==> src/hdl/bass_pkg.sv <==
// Shared types, character codes and defaults for the bracket-aware separator scanner.
package bass_pkg;

  localparam int unsigned STACK_DEPTH_DEF = 16;
  localparam logic [7:0]  SEP_RESET       = 8'd44;

  localparam logic [7:0] CH_LPAREN = 8'h28;
  localparam logic [7:0] CH_RPAREN = 8'h29;
  localparam logic [7:0] CH_LSQ    = 8'h5B;
  localparam logic [7:0] CH_RSQ    = 8'h5D;
  localparam logic [7:0] CH_LBRACE = 8'h7B;
  localparam logic [7:0] CH_RBRACE = 8'h7D;
  localparam logic [7:0] CH_QUOTE  = 8'h22;

  typedef enum logic [1:0] {
    CL_PAREN  = 2'd0,
    CL_SQUARE = 2'd1,
    CL_BRACE  = 2'd2,
    CL_QUOTE  = 2'd3
  } closer_t;

  typedef struct packed {
    logic    is_open;
    closer_t open_code;
    logic    is_close;
    closer_t close_code;
    logic    is_sep;
  } chcls_t;

  typedef struct packed {
    logic       is_split;
    logic       closes_outer;
    logic [4:0] depth;
    logic       overflow;
  } res_t;

endpackage

==> src/hdl/bass_classify.sv <==
// Character classifier: opening and closing bracket codes and separator match.
module bass_classify import bass_pkg::*; (
  input  logic [7:0] ch,
  input  logic [7:0] sep,
  output chcls_t     cls
);

  always_comb begin
    cls.is_open    = 1'b1;
    cls.open_code  = CL_PAREN;
    case (ch)
      CH_LPAREN: cls.open_code = CL_PAREN;
      CH_LSQ:    cls.open_code = CL_SQUARE;
      CH_LBRACE: cls.open_code = CL_BRACE;
      CH_QUOTE:  cls.open_code = CL_QUOTE;
      default:   cls.is_open   = 1'b0;
    endcase

    cls.is_close   = 1'b1;
    cls.close_code = CL_PAREN;
    case (ch)
      CH_RPAREN: cls.close_code = CL_PAREN;
      CH_RSQ:    cls.close_code = CL_SQUARE;
      CH_RBRACE: cls.close_code = CL_BRACE;
      CH_QUOTE:  cls.close_code = CL_QUOTE;
      default:   cls.is_close   = 1'b0;
    endcase

    cls.is_sep = (ch == sep);
  end

endmodule

==> src/hdl/bass_stack.sv <==
// Closer stack held as a shift line (top at entry 0), count, overflow and per-character step.
module bass_stack import bass_pkg::*; #(
  parameter int unsigned STACK_DEPTH = STACK_DEPTH_DEF,
  localparam int unsigned CW = $clog2(STACK_DEPTH + 1)
) (
  input  logic          clk,
  input  logic          rst_n,
  input  logic          step_en,
  input  logic          start,
  input  chcls_t        cls,
  output res_t          res,
  output logic [CW-1:0] cnt
);

  closer_t       stack_r [STACK_DEPTH];
  logic [CW-1:0] cnt_r, cnt_nxt, cnt_eff;
  logic          ovf_r, ovf_nxt, ovf_eff;
  logic          pop, push, full;
  logic [CW+4:0] cnt_wide;

  always_comb begin
    cnt_eff = start ? '0 : cnt_r;
    ovf_eff = start ? 1'b0 : ovf_r;
    full    = (cnt_eff == CW'(STACK_DEPTH));
    // top-of-stack match is checked first so a closing quote pops
    pop     = (cnt_eff != '0) && cls.is_close && (cls.close_code == stack_r[0]);
    push    = !pop && cls.is_open;
    cnt_nxt = cnt_eff;
    if (pop) begin
      cnt_nxt = cnt_eff - CW'(1);
    end else if (push && !full) begin
      cnt_nxt = cnt_eff + CW'(1);
    end
    ovf_nxt  = ovf_eff | (push && full);
    cnt_wide = {5'd0, cnt_nxt};

    res.is_split     = !pop && !cls.is_open && (cnt_eff == '0) && cls.is_sep;
    res.closes_outer = pop && (cnt_eff == CW'(1));
    res.depth        = cnt_wide[4:0];
    res.overflow     = ovf_nxt;
  end

  always_ff @(posedge clk) begin
    if (!rst_n) begin
      cnt_r <= '0;
      ovf_r <= 1'b0;
    end else if (step_en) begin
      cnt_r <= cnt_nxt;
      ovf_r <= ovf_nxt;
    end
  end

  // push shifts entries down, pop shifts them up
  for (genvar i = 0; i < STACK_DEPTH; i++) begin : g_ent
    always_ff @(posedge clk) begin
      if (step_en) begin
        if (push && !full) begin
          if (i == 0) begin
            stack_r[i] <= cls.open_code;
          end else begin
            stack_r[i] <= stack_r[(i == 0) ? 0 : i - 1];
          end
        end else if (pop && (i + 1 < STACK_DEPTH)) begin
          stack_r[i] <= stack_r[(i + 1 < STACK_DEPTH) ? i + 1 : i];
        end
      end
    end
  end

  assign cnt = cnt_r;

endmodule

==> src/hdl/bracket_aware_separator_scanner.sv <==
// Top level: input register, classify and stack step, result register, separator register.
//
// Scans a byte stream one character per transfer and reports, per character,
// whether it is a separator outside all brackets, whether it closed the
// outermost bracket, the nesting depth after it and a sticky overflow flag.
// Input channel: in_valid/in_stall with in_ch and in_start_req; in_start_req
// empties the stack and clears overflow before its character is handled.
// Result channel: out_valid/out_stall with out_is_split, out_closes_outer,
// out_depth and out_overflow, one result per input character, in order.
// Throughput: one character per cycle while out_stall is low; the stack top
// sits at a fixed entry of a shift-line stack, so compare, push and pop all
// work from that entry.
// A stalled result holds in the result register while the input register keeps
// one more character; in_stall rises only when both are full.
// Reset (rst_n low, synchronous) empties both registers and the stack, clears
// overflow and sets the separator to a comma. cfg_wr_en writes the separator;
// write it only while no character is in flight.
module bracket_aware_separator_scanner import bass_pkg::*; #(
  parameter int unsigned STACK_DEPTH = STACK_DEPTH_DEF
) (
  input  logic       clk,
  input  logic       rst_n,
  input  logic       in_valid,
  output logic       in_stall,
  input  logic [7:0] in_ch,
  input  logic       in_start_req,
  output logic       out_valid,
  input  logic       out_stall,
  output logic       out_is_split,
  output logic       out_closes_outer,
  output logic [4:0] out_depth,
  output logic       out_overflow,
  input  logic       cfg_wr_en,
  input  logic [7:0] cfg_wr_data
);

  localparam int unsigned CW = $clog2(STACK_DEPTH + 1);

  logic          in_valid_r;
  logic [7:0]    ch_r;
  logic          start_r;
  logic          out_valid_r;
  res_t          res_r;
  logic [7:0]    sep_r;
  logic          adv, in_take;
  chcls_t        cls;
  res_t          res;
  logic [CW-1:0] cnt;

  assign adv     = in_valid_r && (!out_valid_r || !out_stall);
  assign in_stall = in_valid_r && !adv;
  assign in_take = in_valid && !in_stall;

  always_ff @(posedge clk) begin
    if (!rst_n) begin
      sep_r <= SEP_RESET;
    end else if (cfg_wr_en) begin
      sep_r <= cfg_wr_data;
    end
  end

  always_ff @(posedge clk) begin
    if (!rst_n) begin
      in_valid_r  <= 1'b0;
      out_valid_r <= 1'b0;
    end else begin
      if (in_take) begin
        in_valid_r <= 1'b1;
      end else if (adv) begin
        in_valid_r <= 1'b0;
      end
      if (adv) begin
        out_valid_r <= 1'b1;
      end else if (!out_stall) begin
        out_valid_r <= 1'b0;
      end
    end
  end

  always_ff @(posedge clk) begin
    if (in_take) begin
      ch_r    <= in_ch;
      start_r <= in_start_req;
    end
    if (adv) begin
      res_r <= res;
    end
  end

  bass_classify u_classify (
    .ch  (ch_r),
    .sep (sep_r),
    .cls (cls)
  );

  bass_stack #(
    .STACK_DEPTH (STACK_DEPTH)
  ) u_stack (
    .clk     (clk),
    .rst_n   (rst_n),
    .step_en (adv),
    .start   (start_r),
    .cls     (cls),
    .res     (res),
    .cnt     (cnt)
  );

  assign out_valid        = out_valid_r;
  assign out_is_split     = res_r.is_split;
  assign out_closes_outer = res_r.closes_outer;
  assign out_depth        = res_r.depth;
  assign out_overflow     = res_r.overflow;

  a_cnt_bound: assert property (@(posedge clk) disable iff (!rst_n)
    cnt <= CW'(STACK_DEPTH))
    else $error("stack count beyond depth");

  a_split_xor_close: assert property (@(posedge clk) disable iff (!rst_n)
    out_valid_r |-> !(res_r.is_split && res_r.closes_outer))
    else $error("split and outer close on one character");

  a_split_at_zero: assert property (@(posedge clk) disable iff (!rst_n)
    (out_valid_r && (res_r.is_split || res_r.closes_outer)) |-> (res_r.depth == 5'd0))
    else $error("split or outer close at nonzero depth");

  a_stall_holds: assert property (@(posedge clk) disable iff (!rst_n)
    in_stall |=> in_valid_r)
    else $error("input register lost a stalled character");

endmodule
==> config.mk <==
export PLATFORM = sky130hd
export DESIGN_NAME = bracket_aware_separator_scanner
export DESIGN_NICKNAME = d
export VERILOG_FILES = /design/src/hdl/bass_pkg.sv /design/src/hdl/bass_classify.sv /design/src/hdl/bass_stack.sv /design/src/hdl/bracket_aware_separator_scanner.sv
export SDC_FILE = /design/constraint.sdc
export NUM_CORES = 1
export LEC_CHECK = 0
export BUFFER_PORTS_ARGS = -buffer_cell sky130_fd_sc_hd__buf_2
export CAP_MARGIN = 0
export CORE_MARGIN = 3
export CORE_UTILIZATION = 35
export DETAILED_ROUTE_END_ITERATION = 7
export GPL_TIMING_DRIVEN = 0
export PLACE_DENSITY_LB_ADDON = 0.05
export SYNTH_ARGS = -nofsm -noshare
export SYNTH_HDL_FRONTEND = slang
export SYNTH_SLANG_ARGS = --single-unit
==> constraint.sdc <==
create_clock -name clk -period 3.4 [get_ports clk]
set_clock_uncertainty 0.15 [all_clocks]
set_input_delay 0.68 -clock clk [delete_from_list [all_inputs] [get_ports clk]]
set_output_delay 0.68 -clock clk [all_outputs]
set_load 0.01 [all_outputs]
==> summary.txt <==
Clocking
  – CTS tree: done
  – Clock Pin Slew Worst Setup and Hold Paths: 70 ps
  – Clk buf depth: 2
  – TritonCTS Sinks: 65
  – Clock root cell: clkbuf_8
  – Cts bufs inserted: 9
  – Post-CTS Hold Fix Bufs: 0
  – Clock latency on the worst-skew pair: approximately 330 ps
  – # H-tree levels: 3

Placement
  – DP Wirelength: 4000 um
  – Placed Cells: approximately 370
  – Area post-placement: 3450 um^2
  – Routability cong.: 0.703
  – PortBufs: 30

Final layout
  – Area growth syn-to-layout: 15.5%
  – FF/Latch Area: 1790 um^2
  – Non-filler cells, final: 389
  – Most frequent cells in the layout: edfxtp_1, buf_2, mux2_4, nand2_1, dfxtp_1
  – Share of cells above drive strength 1: 0.285
  – # fillers: 837
  – Area of the multi-input gates: 1300 um^2
  – Final #Nets: 301
  – Ant diodes: 0
  – Commonest non-fill, non-tap cell in the layout: edfxtp_1
  – Post-Layout Inst Area: between 3000 and 4000 um^2

Synthesis
  – Syn Std Cell Area: around 3200 um^2
  – Synth Area per Inst: 13.5 um^2
  – Syn nets: 260
  – Synthesis Warnings: 0
  – Yosys cell types: 46
  – Share of flip-flops with an asynchronous set or reset: 0
  – Flops & latches, synth: 65
  – Number of enable flip-flop cells after synthesis: 49
  – Post-Synthesis Cells: roughly 240
  – Seq/Total Area, Yosys: 0.566
  – Post-synth top flop: edfxtp_1

Floorplanning
  – Die Wd: 101 um
  – Core ar.: 8760 um^2
  – Die area: 10200 um^2
  – Num rows: 34
  – Num ports: 32
  – Initial core utilization: 0.361
  – Die Height: 101 um

Worst setup path
  – Crit-path cells: clkbuf_1, nor2b_1, inv_1, ha_1, nor2b_1, a211o_1, buf_6, nand2b_1, and2_4
  – Critical path required time: 3230 ps
  – Highest-delay cell along the critical path: edfxtp_1
  – Worst Path Arrival: 2760 ps
  – CP Buf/Inv Count: 3
  – CP Capture Type: flip-flop
  – Crit-path max cell delay: approximately 430 ps
  – Startpoint Class: flip-flop
  – FF-to-FF setup slack: 470 ps
  – Critical path's top delay family: simple AND/OR/NAND/NOR gates
  – Setup Crit Path Kind: flip-flop to flip-flop
  – Most common cell on crit path: nor2b_1
  – Max FO, Critical Path: 30

Power and ir drop
  – Worst vdd ir: 0.164 mV
  – Seq pwr share: 0.539
  – Pwr dens: 448 nW/um^2
  – Internal: 1300 uW
  – Gate power share: 0.040
  – LEAKAGE: 0.00148 uW
  – Switching Fraction: 0.204
  – Clock share of power: 0.421
  – Psw: 335 uW

GRT
  – Total track usage: 0.120
  – Largest net degree at the start of global routing: 31
  – Initial antenna violation count: 0
  – Gr ovfl total: 0
  – Vias in the first global route: about 1900
  – First-pass GRT wire length: 9540 um

Timing
  – Unrepaired setup endpoints after global routing: no
  – Setup violators final: 0
  – Final worst-path cycle share: 0.861
  – Pin slew with the least headroom to its limit: 813 ps
  – F_max: 342 MHz
  – Relative slew slack: 0.457
  – Post-layout min period: 2930 ps
  – Setup_tns: 0 ps
  – Max Slew Vio Count: 0
  – Final Hold Violating Endpoints: 0

Min path
  – Hold Path Class: flip-flop to flip-flop

Drt
  – WL final: 5790 um
  – Drt drc: 0
  – Routed Antenna Nets: 0
  – Via count: 1870
  – DR vias/cell: 4.81
  – 1st-pass router iterations: 4
  – WL/cell: approximately 15 um
  – 1st-iter DRT viols: 61

Outcome
  – Status: finished clean

Job
  – Max cap viols: 0
[power by group through the flow]
| stage | sequential (uW) | clock, uW | combinational (uW) |
|---|---|---|---|
| after CTS | 884 | 717 | 67.1 |
| after floorplan | 898 | 0 | 39.3 |
| final | 883 | 690 | 65.8 |
| after detailed placement | 902 | 0 | 66.9 |
| after global placement | 902 | 0 | 66.5 |
| after global routing | 886 | 738 | 73.4 |
[synth_stat cells (2+ instances only)]
cell type  number  area (um^2)
clkbuf_1        3         11.3
and2_1          3         18.8
nor2_1         13         48.8
edfxtp_1       49         1470
nand2_1        17         63.8
clkinv_1        2         7.51
nand4_1         4         25.0
ha_1            3         37.5
xor2_1         10         87.6
dfxtp_1        16          320
a21oi_1         3         15.0
mux2_4         27          405
buf_6           4         45.0
nor3_1          4         20.0
nor4_1          3         18.8
inv_1           3         11.3
nand2b_1        4         25.0
nand3_1         7         35.0
mux2i_1        11          110
nor3b_1         3         22.5
xnor2_1         4         35.0
and3_1          7         43.8
o211ai_1        2         15.0
nor2b_1         4         25.0
o21ai_0         8         40.0
[final timing paths]
kind,start,end,cells past startpoint
worst max register to register,start_r$_DFFE_PP_,u_stack.stack_r[0][1]$_DFFE_PP_,9
worst min register to register,u_stack.stack_r[7][1]$_DFFE_PP_,u_stack.stack_r[7][3]$_DFFE_PP_,0
worst min-delay path,u_stack.stack_r[7][1]$_DFFE_PP_,u_stack.stack_r[7][3]$_DFFE_PP_,0
worst max-delay path,start_r$_DFFE_PP_,u_stack.stack_r[0][1]$_DFFE_PP_,9
[per-layer routing]
metal	track usage	wire [um]
met4	0.0552	74
met1	0.178	3010
met5	0	0
met3	0.0270	245
met2	0.167	2460
[cell type report]
| type | instances | area share |
|---|---|---|
| buffer | 8 | 0.0168 |
| clock buffer | 12 | 0.0370 |
| clock inverter | 4 | 0.0185 |
| inverter | 5 | 0.00513 |
| multi-input combinational | 157 | 0.355 |
| sequential | 65 | 0.490 |
| tap | 108 | 0.0370 |
| timing repair buffer | 30 | 0.0411 |
[per-stage QoR]
step / worst slack [ps] / hold slack [ps] / total power (uW) / util
after CTS: 202 / 312 / 1670 / 0.417
after floorplan: 398 / 277 / 937 / -
after global routing: 232 / 333 / 1700 / 0.417
after global placement: -298 / 292 / 968 / 0.394
after detailed placement: -265 / 294 / 969 / 0.394
final: 473 / 311 / 1640 / 0.417
[kinds of logic (layout without fill, tap and decap cells)]
family,after synthesis,count (layout),share of synthesized area
flip-flops,65,65,0.566
XOR/XNOR,14,14,0.0387
buffers and inverters,13,59,0.0253
AND/OR/NAND/NOR,79,79,0.146
multiplexers,38,38,0.163
AO/OA/AOI/OAI,23,23,0.0494
adder cells (fa/ha/maj),3,3,0.0119
[flip-flops by register name, summed over array words and instances, names as in the netlist]
| name | count |
|---|---|
| out_closes_outer | 1 |
| out_is_split | 1 |
| in_valid_r | 1 |
| ch_r | 8 |
| start_r | 1 |
| sep_r | 8 |
| out_valid | 1 |
| u_stack.cnt | 5 |
| u_stack.ovf_r | 1 |
| out_overflow | 1 |
| u_stack.stack_r | 32 |
| out_depth | 5 |
[what timing repair did]
action | in CTS | in global routing
buffers inserted | 0 | 0
gates resized for setup | 1 | 1
setup endpoints to repair | 30 | 30
[worst register-to-register path: stages (launching register included)]
cell,delay (ps)
edfxtp_1,430
clkbuf_1,260
nor2b_1,260
inv_1,90
ha_1,250
nor2b_1,170
a211o_1,240
buf_6,140
nand2b_1,140
and2_4,430
Power figures use the tool's default switching activity.
